**src/rtl/pdf_pkg.sv**
```systemverilog
// Shared types and constants of the packet duplicate filter.
// Depends on nothing; every other file of the block but pdf_checker refers to it by scoped names.
package pdf_pkg;

	// Default number of table entries.
	localparam int DEF_ENTRIES = 16;

	// Width of one field of the key and of the packed key.
	localparam int FIELD_W = 8;
	localparam int KEY_W   = 3 * FIELD_W;

	// Bit position of the source node inside a packed key.
	localparam int SRC_LSB = FIELD_W;

	// Operation codes of an input item.
	typedef enum logic [1:0] {
		OP_ACCEPT = 2'd0,
		OP_LOOKUP = 2'd1,
		OP_PURGE  = 2'd2,
		OP_CLEAR  = 2'd3
	} pdf_op_t;

	// Commands from the controller to the datapath.
	typedef struct packed {
		logic load_item;
		logic scan_step;
		logic commit;
		logic result_load;
	} pdf_cmd_t;

	// Status from the datapath to the controller.
	typedef struct packed {
		pdf_op_t op;
		logic    scan_last;
		logic    out_free;
	} pdf_sts_t;

endpackage

```
**src/rtl/pdf_if.sv**
```systemverilog
// Valid/ready channel interfaces of the packet duplicate filter.
// Depends on pdf_pkg for the field widths.
interface pdf_in_if;
	logic                         valid;
	logic                         ready;
	logic [1:0]                   operation;
	logic [pdf_pkg::FIELD_W-1:0]  packet_type;
	logic [pdf_pkg::FIELD_W-1:0]  source_id;
	logic [pdf_pkg::FIELD_W-1:0]  sequence_req;

	modport source (output valid, operation, packet_type, source_id, sequence_req,
		input ready);
	modport sink (input valid, operation, packet_type, source_id, sequence_req,
		output ready);
endinterface

interface pdf_out_if;
	logic valid;
	logic ready;
	logic present;
	logic accepted;

	modport source (output valid, present, accepted, input ready);
	modport sink (input valid, present, accepted, output ready);
endinterface

```
**src/rtl/pdf_ram.sv**
```systemverilog
// Generic simple dual-port RAM with one write port and a registered read port.
// Depends on pdf_pkg only for the default width and depth.
module pdf_ram #(
	parameter int WIDTH = pdf_pkg::KEY_W,
	parameter int DEPTH = pdf_pkg::DEF_ENTRIES
) (
	input  logic                                   clk,
	input  logic                                   we,
	input  logic [((DEPTH > 1) ? $clog2(DEPTH) : 1)-1:0] waddr,
	input  logic [WIDTH-1:0]                       wdata,
	input  logic                                   re,
	input  logic [((DEPTH > 1) ? $clog2(DEPTH) : 1)-1:0] raddr,
	output logic [WIDTH-1:0]                       rdata
);

	logic [WIDTH-1:0] mem [DEPTH];

	// Write port and registered read port.
	always_ff @(posedge clk) begin
		if (we) begin
			mem[waddr] <= wdata;
		end
		if (re) begin
			rdata <= mem[raddr];
		end
	end

endmodule

```
**src/rtl/pdf_ctrl.sv**
```systemverilog
// Controller of the packet duplicate filter: sequences load, scan, commit and result.
// Depends on pdf_pkg for the command and status structs.
module pdf_ctrl (
	input  logic              clk,
	input  logic              arst_n,
	input  logic              in_valid,
	output logic              in_ready,
	input  pdf_pkg::pdf_sts_t sts,
	output pdf_pkg::pdf_cmd_t cmd
);

	typedef enum logic [2:0] {
		ST_IDLE,
		ST_SCAN,
		ST_DRAIN,
		ST_COMMIT,
		ST_RESULT
	} state_t;

	state_t state_q;

	// One item at a time is taken, only while idle.
	assign in_ready = (state_q == ST_IDLE);

	// Commands follow from the state and the datapath status.
	always_comb begin
		cmd             = '0;
		cmd.load_item   = (state_q == ST_IDLE) && in_valid;
		cmd.scan_step   = (state_q == ST_SCAN);
		cmd.commit      = (state_q == ST_COMMIT);
		cmd.result_load = (state_q == ST_RESULT) && sts.out_free;
	end

	// State register.
	always_ff @(posedge clk or negedge arst_n) begin
		if (!arst_n) begin
			state_q <= ST_IDLE;
		end else begin
			unique case (state_q)
				ST_IDLE: begin
					if (in_valid) begin
						// A clear needs no scan of the table.
						state_q <= (sts.op == pdf_pkg::OP_CLEAR) ? ST_COMMIT : ST_SCAN;
					end
				end
				ST_SCAN: begin
					if (sts.scan_last) begin
						state_q <= ST_DRAIN;
					end
				end
				ST_DRAIN: begin
					state_q <= ST_COMMIT;
				end
				ST_COMMIT: begin
					state_q <= ST_RESULT;
				end
				ST_RESULT: begin
					if (sts.out_free) begin
						state_q <= ST_IDLE;
					end
				end
				default: begin
					state_q <= ST_IDLE;
				end
			endcase
		end
	end

endmodule

```
**src/rtl/pdf_datapath.sv**
```systemverilog
// Datapath of the packet duplicate filter: item register, key RAM, valid bits,
// scan compare, write pointer and result register.
// Depends on pdf_pkg and pdf_ram.
module pdf_datapath #(
	parameter int ENTRIES = pdf_pkg::DEF_ENTRIES
) (
	input  logic                        clk,
	input  logic                        arst_n,
	input  pdf_pkg::pdf_cmd_t           cmd,
	output pdf_pkg::pdf_sts_t           sts,
	input  logic [1:0]                  operation,
	input  logic [pdf_pkg::FIELD_W-1:0] packet_type,
	input  logic [pdf_pkg::FIELD_W-1:0] source_id,
	input  logic [pdf_pkg::FIELD_W-1:0] sequence_req,
	output logic                        out_valid,
	input  logic                        out_ready,
	output logic                        present,
	output logic                        accepted
);

	localparam int IDXW = (ENTRIES > 1) ? $clog2(ENTRIES) : 1;
	localparam logic [IDXW-1:0] LAST_IDX = IDXW'(ENTRIES - 1);

	pdf_pkg::pdf_op_t          op_q;
	logic [pdf_pkg::KEY_W-1:0] key_q;
	logic [IDXW-1:0]           idx_q;
	logic [IDXW-1:0]           idx_s1;
	logic                      rd_vld_s1;
	logic                      hit_q;
	logic [ENTRIES-1:0]        valid_q;
	logic [IDXW-1:0]           wslot_q;
	logic                      out_valid_q;
	logic                      present_q;
	logic                      accepted_q;

	logic [pdf_pkg::KEY_W-1:0] rd_data;
	logic                      entry_ok;
	logic                      key_match;
	logic                      src_match;
	logic                      store_key;

	// Key storage, read one entry a cycle during the scan.
	pdf_ram #(
		.WIDTH (pdf_pkg::KEY_W),
		.DEPTH (ENTRIES)
	) u_key_ram (
		.clk   (clk),
		.we    (store_key),
		.waddr (wslot_q),
		.wdata (key_q),
		.re    (cmd.scan_step),
		.raddr (idx_q),
		.rdata (rd_data)
	);

	// Compare of the entry read in the previous cycle.
	assign entry_ok  = rd_vld_s1 && valid_q[idx_s1];
	assign key_match = entry_ok && (rd_data == key_q);
	assign src_match = entry_ok &&
		(rd_data[pdf_pkg::SRC_LSB +: pdf_pkg::FIELD_W] ==
		 key_q[pdf_pkg::SRC_LSB +: pdf_pkg::FIELD_W]);

	// A new key is stored when an accept found no match.
	assign store_key = cmd.commit && (op_q == pdf_pkg::OP_ACCEPT) && !hit_q;

	// Item register; the key needs no reset.
	always_ff @(posedge clk) begin
		if (cmd.load_item) begin
			key_q <= {packet_type, source_id, sequence_req};
		end
		if (cmd.scan_step) begin
			idx_s1 <= idx_q;
		end
	end

	// Operation, scan counter and hit flag.
	always_ff @(posedge clk or negedge arst_n) begin
		if (!arst_n) begin
			op_q      <= pdf_pkg::OP_ACCEPT;
			idx_q     <= '0;
			rd_vld_s1 <= 1'b0;
			hit_q     <= 1'b0;
		end else begin
			rd_vld_s1 <= cmd.scan_step;
			if (cmd.load_item) begin
				op_q  <= pdf_pkg::pdf_op_t'(operation);
				idx_q <= '0;
				hit_q <= 1'b0;
			end else begin
				if (cmd.scan_step) begin
					idx_q <= (idx_q == LAST_IDX) ? '0 : idx_q + 1'b1;
				end
				if (key_match) begin
					hit_q <= 1'b1;
				end
			end
		end
	end

	// Valid bits and round-robin write pointer.
	always_ff @(posedge clk or negedge arst_n) begin
		if (!arst_n) begin
			valid_q <= '0;
			wslot_q <= '0;
		end else begin
			priority if (cmd.commit && (op_q == pdf_pkg::OP_CLEAR)) begin
				valid_q <= '0;
				wslot_q <= '0;
			end else if (store_key) begin
				valid_q[wslot_q] <= 1'b1;
				wslot_q          <= (wslot_q == LAST_IDX) ? '0 : wslot_q + 1'b1;
			end else if (src_match && (op_q == pdf_pkg::OP_PURGE)) begin
				valid_q[idx_s1] <= 1'b0;
			end
		end
	end

	// Result register: holds one result until its transfer.
	always_ff @(posedge clk or negedge arst_n) begin
		if (!arst_n) begin
			out_valid_q <= 1'b0;
		end else if (cmd.result_load) begin
			out_valid_q <= 1'b1;
		end else if (out_ready) begin
			out_valid_q <= 1'b0;
		end
	end

	always_ff @(posedge clk) begin
		if (cmd.result_load) begin
			present_q  <= hit_q &&
				((op_q == pdf_pkg::OP_ACCEPT) || (op_q == pdf_pkg::OP_LOOKUP));
			accepted_q <= !hit_q && (op_q == pdf_pkg::OP_ACCEPT);
		end
	end

	assign out_valid = out_valid_q;
	assign present   = present_q;
	assign accepted  = accepted_q;

	// Status to the controller. The operation comes straight from the input while an item is taken in.
	always_comb begin
		sts           = '0;
		sts.op        = cmd.load_item ? pdf_pkg::pdf_op_t'(operation) : op_q;
		sts.scan_last = (idx_q == LAST_IDX);
		sts.out_free  = !out_valid_q || out_ready;
	end

endmodule

```
**src/rtl/packet_duplicate_filter.sv**
```systemverilog
// Packet duplicate filter. Each item (accept, lookup, purge or clear) goes from its transfer
// in through a scan of the key RAM, a drain, a commit and a result load, except a clear,
// which skips the scan and the drain; the scan reads one entry per cycle on the single
// read port. One item is worked at a time; a finished result waits in an output register
// while the next item is taken in. Valid bits are flip-flops cleared by reset, so no
// clearing pass runs after reset.
module packet_duplicate_filter #(
	parameter int ENTRIES = pdf_pkg::DEF_ENTRIES
) (
	input logic         clk,
	input logic         arst_n,
	pdf_in_if.sink      req,
	pdf_out_if.source   rsp
);

	pdf_pkg::pdf_cmd_t cmd;
	pdf_pkg::pdf_sts_t sts;

	// Controller.
	pdf_ctrl u_ctrl (
		.clk      (clk),
		.arst_n   (arst_n),
		.in_valid (req.valid),
		.in_ready (req.ready),
		.sts      (sts),
		.cmd      (cmd)
	);

	// Datapath.
	pdf_datapath #(
		.ENTRIES (ENTRIES)
	) u_datapath (
		.clk          (clk),
		.arst_n       (arst_n),
		.cmd          (cmd),
		.sts          (sts),
		.operation    (req.operation),
		.packet_type  (req.packet_type),
		.source_id    (req.source_id),
		.sequence_req (req.sequence_req),
		.out_valid    (rsp.valid),
		.out_ready    (rsp.ready),
		.present      (rsp.present),
		.accepted     (rsp.accepted)
	);

endmodule

```
**src/flat_wrapper.sv**
```systemverilog
// flat-port wrapper written by rule: the top's interface ports become plain ports
module packet_duplicate_filter_flat 
#(
	parameter int ENTRIES = pdf_pkg::DEF_ENTRIES
)
  (clk, arst_n, req_valid, req_operation, req_packet_type, req_source_id, req_sequence_req, req_ready, rsp_valid, rsp_present, rsp_accepted, rsp_ready);
  pdf_in_if req_i ();
  pdf_out_if rsp_i ();
  input logic clk;
  input logic arst_n;
  input wire logic [$bits(req_i.valid)-1:0] req_valid;
  input wire logic [$bits(req_i.operation)-1:0] req_operation;
  input wire logic [$bits(req_i.packet_type)-1:0] req_packet_type;
  input wire logic [$bits(req_i.source_id)-1:0] req_source_id;
  input wire logic [$bits(req_i.sequence_req)-1:0] req_sequence_req;
  output wire logic [$bits(req_i.ready)-1:0] req_ready;
  output wire logic [$bits(rsp_i.valid)-1:0] rsp_valid;
  output wire logic [$bits(rsp_i.present)-1:0] rsp_present;
  output wire logic [$bits(rsp_i.accepted)-1:0] rsp_accepted;
  input wire logic [$bits(rsp_i.ready)-1:0] rsp_ready;
  assign req_i.valid = req_valid;
  assign req_i.operation = req_operation;
  assign req_i.packet_type = req_packet_type;
  assign req_i.source_id = req_source_id;
  assign req_i.sequence_req = req_sequence_req;
  assign req_ready = req_i.ready;
  assign rsp_valid = rsp_i.valid;
  assign rsp_present = rsp_i.present;
  assign rsp_accepted = rsp_i.accepted;
  assign rsp_i.ready = rsp_ready;
  packet_duplicate_filter #(.ENTRIES(ENTRIES)) u_core (.clk(clk), .arst_n(arst_n), .req(req_i), .rsp(rsp_i));
endmodule
```
**config.mk**
```make
export PLATFORM = sky130hd
export DESIGN_NAME = packet_duplicate_filter_flat
export DESIGN_NICKNAME = d
export VERILOG_FILES = /design/src/rtl/pdf_pkg.sv /design/src/rtl/pdf_if.sv /design/src/rtl/pdf_ram.sv /design/src/rtl/pdf_ctrl.sv /design/src/rtl/pdf_datapath.sv /design/src/rtl/packet_duplicate_filter.sv /design/src/flat_wrapper.sv
export SDC_FILE = /design/constraint.sdc
export NUM_CORES = 1
export LEC_CHECK = 0
export BUFFER_PORTS_ARGS = -buffer_cell sky130_fd_sc_hd__buf_4
export CORE_ASPECT_RATIO = 1.75
export CORE_MARGIN = 2
export CORE_UTILIZATION = 38
export DETAILED_ROUTE_END_ITERATION = 7
export GPL_TIMING_DRIVEN = 1
export MAX_ROUTING_LAYER = met4
export PLACE_DENSITY = 0.52
export SLEW_MARGIN = 10
export SYNTH_ARGS = -nofsm -noshare
export SYNTH_HDL_FRONTEND = slang
export SYNTH_SLANG_ARGS = --single-unit
```
**constraint.sdc**
```tcl
create_clock -name clk -period 10.8 [get_ports clk]
set_input_delay 0.54 -clock clk [delete_from_list [all_inputs] [get_ports clk]]
set_output_delay 0.54 -clock clk [all_outputs]
set_load 0.01 [all_outputs]
```
## Word level (Yosys, flattened, before mapping)

Memories as Yosys holds them, arrays and structs flattened. A register that Yosys moved wholly into a read port is not among the register bits.
Cells that the tools add are included.

| operators by class | value |
|---|---|
| bitwise gates (word level) | 3 |
| muxes and demuxes | 27 |
| $add $sub $neg | 2 |
| reduce and logical (&&, ||, !) cells | 25 |
| div/mod/pow operators | 0 |
| eq/ne operators | 15 |
| shift operators | 0 |
| $lt $le $gt $ge | 4 |
| multiply operators | 0 |

Operators by type and width:

| kind | number |
|---|---|
| two-way mux 16 bit | 3 |
| equality test 24 bit | 1 |
| two-way mux 4 bit | 6 |
| bitwise AND 16 bit | 1 |
| NOT 16 bit | 1 |
| OR 16 bit | 1 |
| one-hot mux 3 bit (5 select lines) | 1 |
| logical AND 1 bit | 13 |
| < comparator 4 x 5 -> 1 bit, second input constant | 2 |
| two-way mux 1 bit | 9 |
| two-way mux 3 bit | 3 |
| adder 4 x 1 -> 4 bit, second input constant | 2 |
| demux 1 bit (select 4 bit) | 2 |
| equality test 4 bit, second input constant | 2 |
| equality test 8 bit | 1 |
| greater-or-equal comparator 4 x 1 -> 1 bit, second input constant | 2 |
| nonzero test 2 bit | 4 |
| equality test 2 bit, second input constant | 3 |
| equality test 3 x 2 -> 1 bit, second input constant | 2 |
| binary-select mux 1 bit (select 4 bit) | 1 |
| two-way mux 2 bit | 2 |
| inequality test 2 bit, second input constant | 2 |
| equality test 3 x 1 -> 1 bit, second input constant | 1 |
| equality test 3 bit, second input constant | 1 |
| other kinds (8) | 10 |

| word-level totals | value |
|---|---|
| RAM bits | 384 |
| memories | 1 |
| latch bits | 0 |
| output and inout port bits | 4 |
| memory bits (read-only) | 0 |
| bits of input ports | 30 |
| register bits after elaboration | 62 |
| word-level logic and storage cells | 89 |

Memory list:

| memory | depth | width | read ports | clocked after Yosys merged registers in | write ports | line | RTL |
|---|---|---|---|---|---|---|---|
| u_core.u_datapath.u_key_ram.mem | 16 | 24 | 1 | 1 | 1 | pdf_ram.sv:16 | `logic [WIDTH-1:0] mem [DEPTH];` |

## Logic depth before layout (Yosys ltp)

| depth | value |
|---|---|
| depth after elaboration | 9 |
| depth in mapped cells | 7 |
| gate-level depth less buffers | 6 |

## Cells and area by module

Synthesis repeated with hierarchy kept, for this count alone.

| unflattened totals | value |
|---|---|
| cell total of the unflattened synthesis | 883 |
| area, all modules | 18291.3 um2 |

Modules (own cells, without submodules):

| module | area an instance (um2) | cells each | sequential area each (um2) | times used |
|---|---|---|---|---|
| pdf_ram | 15170.8 | 636 | 12251.8 | 1 |
| pdf_datapath | 2952.8 | 230 | 1626.6 | 1 |
| pdf_ctrl | 167.7 | 17 | 75.1 | 1 |

## Worst setup path before layout

No wires, ideal clock.

| path | value |
|---|---|
| path kind | register -> register |
| start | register u_core.u_datapath.op_q[1] |
| end | register u_core.u_datapath.valid_q[3] |
| data arrival time | 3.844 ns |
| path buffers | 1 |
| required time | 10.711 ns |
| cell stages (with the launch flop) | 6 |
| setup slack | 6.867 ns |
| clock period less this slack | 3.933 ns |
| library setup time | 0.089 ns |
| cells stage by stage | dfrtp_1 > or3_1 > clkbuf_1 > nor4_1 > o21ai_0 > a31oi_1 |

| on the way | value |
|---|---|
| word-level cells in the longest chain between the ends | 5 |
| elaborated cells on any way between the ends | 10 |
| those cells by class | 2 x eq/ne; 2 x mux; 6 x reduce/logical |

Ends and longest elaborated chain:

| what | line | RTL |
|---|---|---|
| from (decl) | pdf_datapath.sv:24 | `pdf_pkg::pdf_op_t op_q;` |
| from (signal assigned) | pdf_datapath.sv:79 | `op_q <= pdf_pkg::OP_ACCEPT;` |
| from (signal assigned) | pdf_datapath.sv:86 | `op_q <= pdf_pkg::pdf_op_t'(operation);` |
| logical NOT 2 bit | pdf_datapath.sv:64 | `assign store_key = cmd.commit && (op_q == pdf_pkg::OP_ACCEPT) && !hit_q;` |
| logical AND 1 bit (2 in series) | pdf_datapath.sv:64 |  |
| two-way mux 16 bit | pdf_datapath.sv:109 | `end else if (store_key) begin` |
| two-way mux 16 bit | pdf_datapath.sv:106 | `priority if (cmd.commit && (op_q == pdf_pkg::OP_CLEAR)) begin` |
| to (signal assigned) | pdf_datapath.sv:107 | `valid_q <= '0;` |
| to (signal, indexed assignment) | pdf_datapath.sv:110 | `valid_q[wslot_q] <= 1'b1;` |
| to (signal, indexed assignment) | pdf_datapath.sv:113 | `valid_q[idx_s1] <= 1'b0;` |
| to (decl) | pdf_datapath.sv:30 | `logic [ENTRIES-1:0] valid_q;` |

Parallel ways exist; a longest one is shown, timed or not.
A chain may end at the register's enable or synchronous reset.

==> results.yml <==
critical_path:
  critPathCaptureType: "register"
  critPathRequiredTime_ps: 11090
  crit_arrival_ps: 3260
  critPathKind: "reg -> reg"
  critPathMaxFanout: 63
  crit_path_start_kind: "register"
drt:
  wl_met2_um: 22400
  wl_met1_um: 17100
  met3_length_um: 1350
  vias_per_cell: 5.52
  first_pass_iters: 5
  post-route-drc-count: 0
  detail_route.iter0.violations: 710
  ant_nets: 0
  wl_per_cell_um: 27.8
  wl_um: 41800
  highest_layer: "met4"
  num_vias: 8303
final_layout:
  fin_cells: 1504
  layout-drive-gt1-share_pct: 30.7
  final_cell_mix: "edfxtp_1 (438), mux4_2 (124), buf_4 (73)"
  post-route-cell-area_um2: 20600
  final_common_cell: "edfxtp_1"
  antenna_cells: 0
  fin_nets: 919
  areaGrowthSynthToFinish_pct: 14.5
synth:
  netlist.top_cell.by_area: "edfxtp_1"
  syn-cell-area_um2: 18000
  synth.area.top_cells: "edfxtp_1 (73%), mux4_2 (15%), dfrtp_1 (4.4%), xnor2_1 (1.1%), nor4_1 (0.66%)"
  synthDistinctLibCells: 42
  yosys_warnings: 0
  netlist.area_leader.share_pct: 72.9
  synth.net_count: 838
  avgSynthCellArea_um2: 22.5
  synth_cells: 803
  synth-seq-area-share_pct: 77.4
  ys_seq_elements: 470
global_route:
  grt_max_degree: 64
  antenna_found_initial: 0
  grt_pass1_wl_um: 61300
  grt_usage_pct: 17.9
  grt_pass1_vias: 8997
  overflow: 0
floorplanning:
  die_y_um: 292
  fp.dieW_um: 169
  die-area_um2: 49300
  start_util_pct: 38.5
  core_area_um2: 46900
  io_pins: 34
  std_cell_rows: 105
cts:
  clk_latency_ps: 560
  cts-root-buf: "clkbuf_16"
  cts_tree: "yes"
  clk_pin_slew_worst_paths_ps: 70
  postCtsSetupBuffers: 0
  ctsLongestPathBuffers: 3
  cts_made_buffers: 43
  cts_max_level: 2
  clock_sinks: 470
sta:
  relSlewSlack_pct: 28.6
  fin_crit_ps: 2970
  fin_ws_ps: 7830
  setup_tns_ps: 0
  hold_violations: 0
  max_freq_ghz: 0.336
  tightest_slew_ps: 1070
  whs_ps: 153
  rsz0062_at_grt: "no"
  post-route-period-util_pct: 27.5
  slew_viol_final: 0
  setup_violations: 0
  finalClockSkew_ps: 24.2
pwr:
  power_leakage_nw: 6.50
  worst_ir_drop_vdd_v: 0.000137
  power_density_nw_per_um2: 238
placed_design:
  placedCellCount: 1426
  gp_congestion: 0.772
  port_buffers: 33
  dp_slack_ps: 7790
  placed_area_um2: 19300
  hpwl_um: 22200
hold_path:
  hold_class: "in -> reg"
outcome:
  status: "finished clean"
job:
  drv_cap: 0
==> metal layers <==
layer | vias up | track usage, %
met4 | 0 | 5.28
met1 | 4534 | 22.1
met3 | 58 | 2.07
li1 | 3537 | -
met2 | 174 | 31.1
met5 | - | -
==> Yosys cell counts <==
master / count
a21o_1: 1
and3b_1: 2
nor2_1: 13
nand4_1: 5
a32o_1: 1
a21boi_0: 1
a21oi_1: 4
nor4b_2: 1
buf_2: 17
and3_1: 2
or3_1: 1
xnor2_1: 23
nand3_1: 2
nand2b_1: 3
mux2i_1: 1
nand3b_1: 2
mux4_2: 124
or2_0: 1
a41o_1: 1
edfxtp_1: 438
dfrtp_1: 32
buf_1: 1
nor3_1: 4
buf_6: 1
nor2b_1: 8
inv_1: 7
o21ai_0: 22
mux2_2: 2
o31ai_1: 1
or3b_2: 1
ha_1: 5
a31oi_1: 16
nand2_1: 10
or2_2: 1
and2_1: 2
clkbuf_1: 19
nor4_2: 1
nor3b_2: 1
a221o_1: 1
nor4_1: 19
xor2_1: 3
a22o_1: 3
==> logic make-up after synthesis <==
| logic type | Yosys count | share of synthesized area, % |
|---|---|---|
| flops | 470 | 77.4 |
| mux | 127 | 15.7 |
| simple gates | 79 | 2.55 |
| compound gates | 51 | 1.71 |
| buf+inv | 45 | 1.10 |
| xor+xnor | 26 | 1.26 |
| fa+ha+maj | 5 | 0.347 |
==> layout make-up <==
cell class	count	area, µm²
clock buffers	57	1170
clock inverters	20	194
fillers	3956	26300
inverters	7	26.3
multi-input cells	288	4000
flip-flops and latches	470	14000
well taps	588	736
repair buffers	74	558
==> final timing paths <==
path | depth (start not counted) | slack, ps | start | end
worst max register to register | 3 | 7830 | u_core.u_datapath.idx_q[1] | u_core.u_datapath.u_key_ram.rdata[18]
worst min-delay path | 1 | 150 | req_sequence_req[1] | u_core.u_datapath.key_q[1]
worst max-delay path | 3 | 7830 | u_core.u_datapath.idx_q[1] | u_core.u_datapath.u_key_ram.rdata[18]
worst min register to register | 2 | 540 | u_core.u_datapath.out_valid | u_core.u_datapath.out_valid
max in group asynchronous | 2 | 9960 | arst_n | u_core.u_datapath.idx_q[0]
min in group asynchronous | 2 | 470 | arst_n | u_core.u_datapath.valid_q[6]
==> through the flow <==
| step | utilization (%) | power [mW] |
|---|---|---|
| finish | 44.0 | 4.92 |
| global route | 44.0 | 5.13 |
| CTS | 44.0 | 4.99 |
| detailed placement | 41.1 | 3.49 |
| global placement | 41.1 | 3.48 |
| floorplan | - | 3.14 |
==> worst max-delay path, cell delays in order, from the launching register on <==
cell and delay [ps]:
dfrtp_4 850, buf_4 890, mux4_2 430, mux4_2 470
==> state kept, by name, summed over array words and instances (netlist names) <==
register,flops
u_core.u_datapath.accepted,1
u_core.u_datapath.idx_q,4
u_core.u_datapath.present,1
u_core.u_datapath.wslot_q,4
u_core.u_datapath.valid_q,16
u_core.u_datapath.idx_s1,4
u_core.u_datapath.hit_q,1
u_core.u_datapath.out_valid,1
u_core.u_datapath.rd_vld_s1,1
u_core.u_datapath.u_key_ram.mem,384
u_core.u_datapath.u_key_ram.rdata,24
u_core.u_datapath.key_q,24
u_core.u_datapath.op_q,2
u_core.u_ctrl.state_q,3
==> where the power goes <==
group | leakage [nW] | internal [mW] | total (mW) | switching, mW
registers | 4.38 | 2.22 | 2.45 | 0.229
logic | 1.47 | 0.500 | 0.970 | 0.470
clock network | 0.657 | 0.837 | 1.49 | 0.656
total | 6.50 | 3.56 | 4.92 | 1.36
==> repair_timing <==
| action | 4_1_cts | 5_1_grt |
|---|---|---|
| resized for setup | 0 | 0 |
| hold buffers | 1 | 0 |
| endpoints found under the hold margin | 32 | 0 |
(Power assumes the default switching activity.)
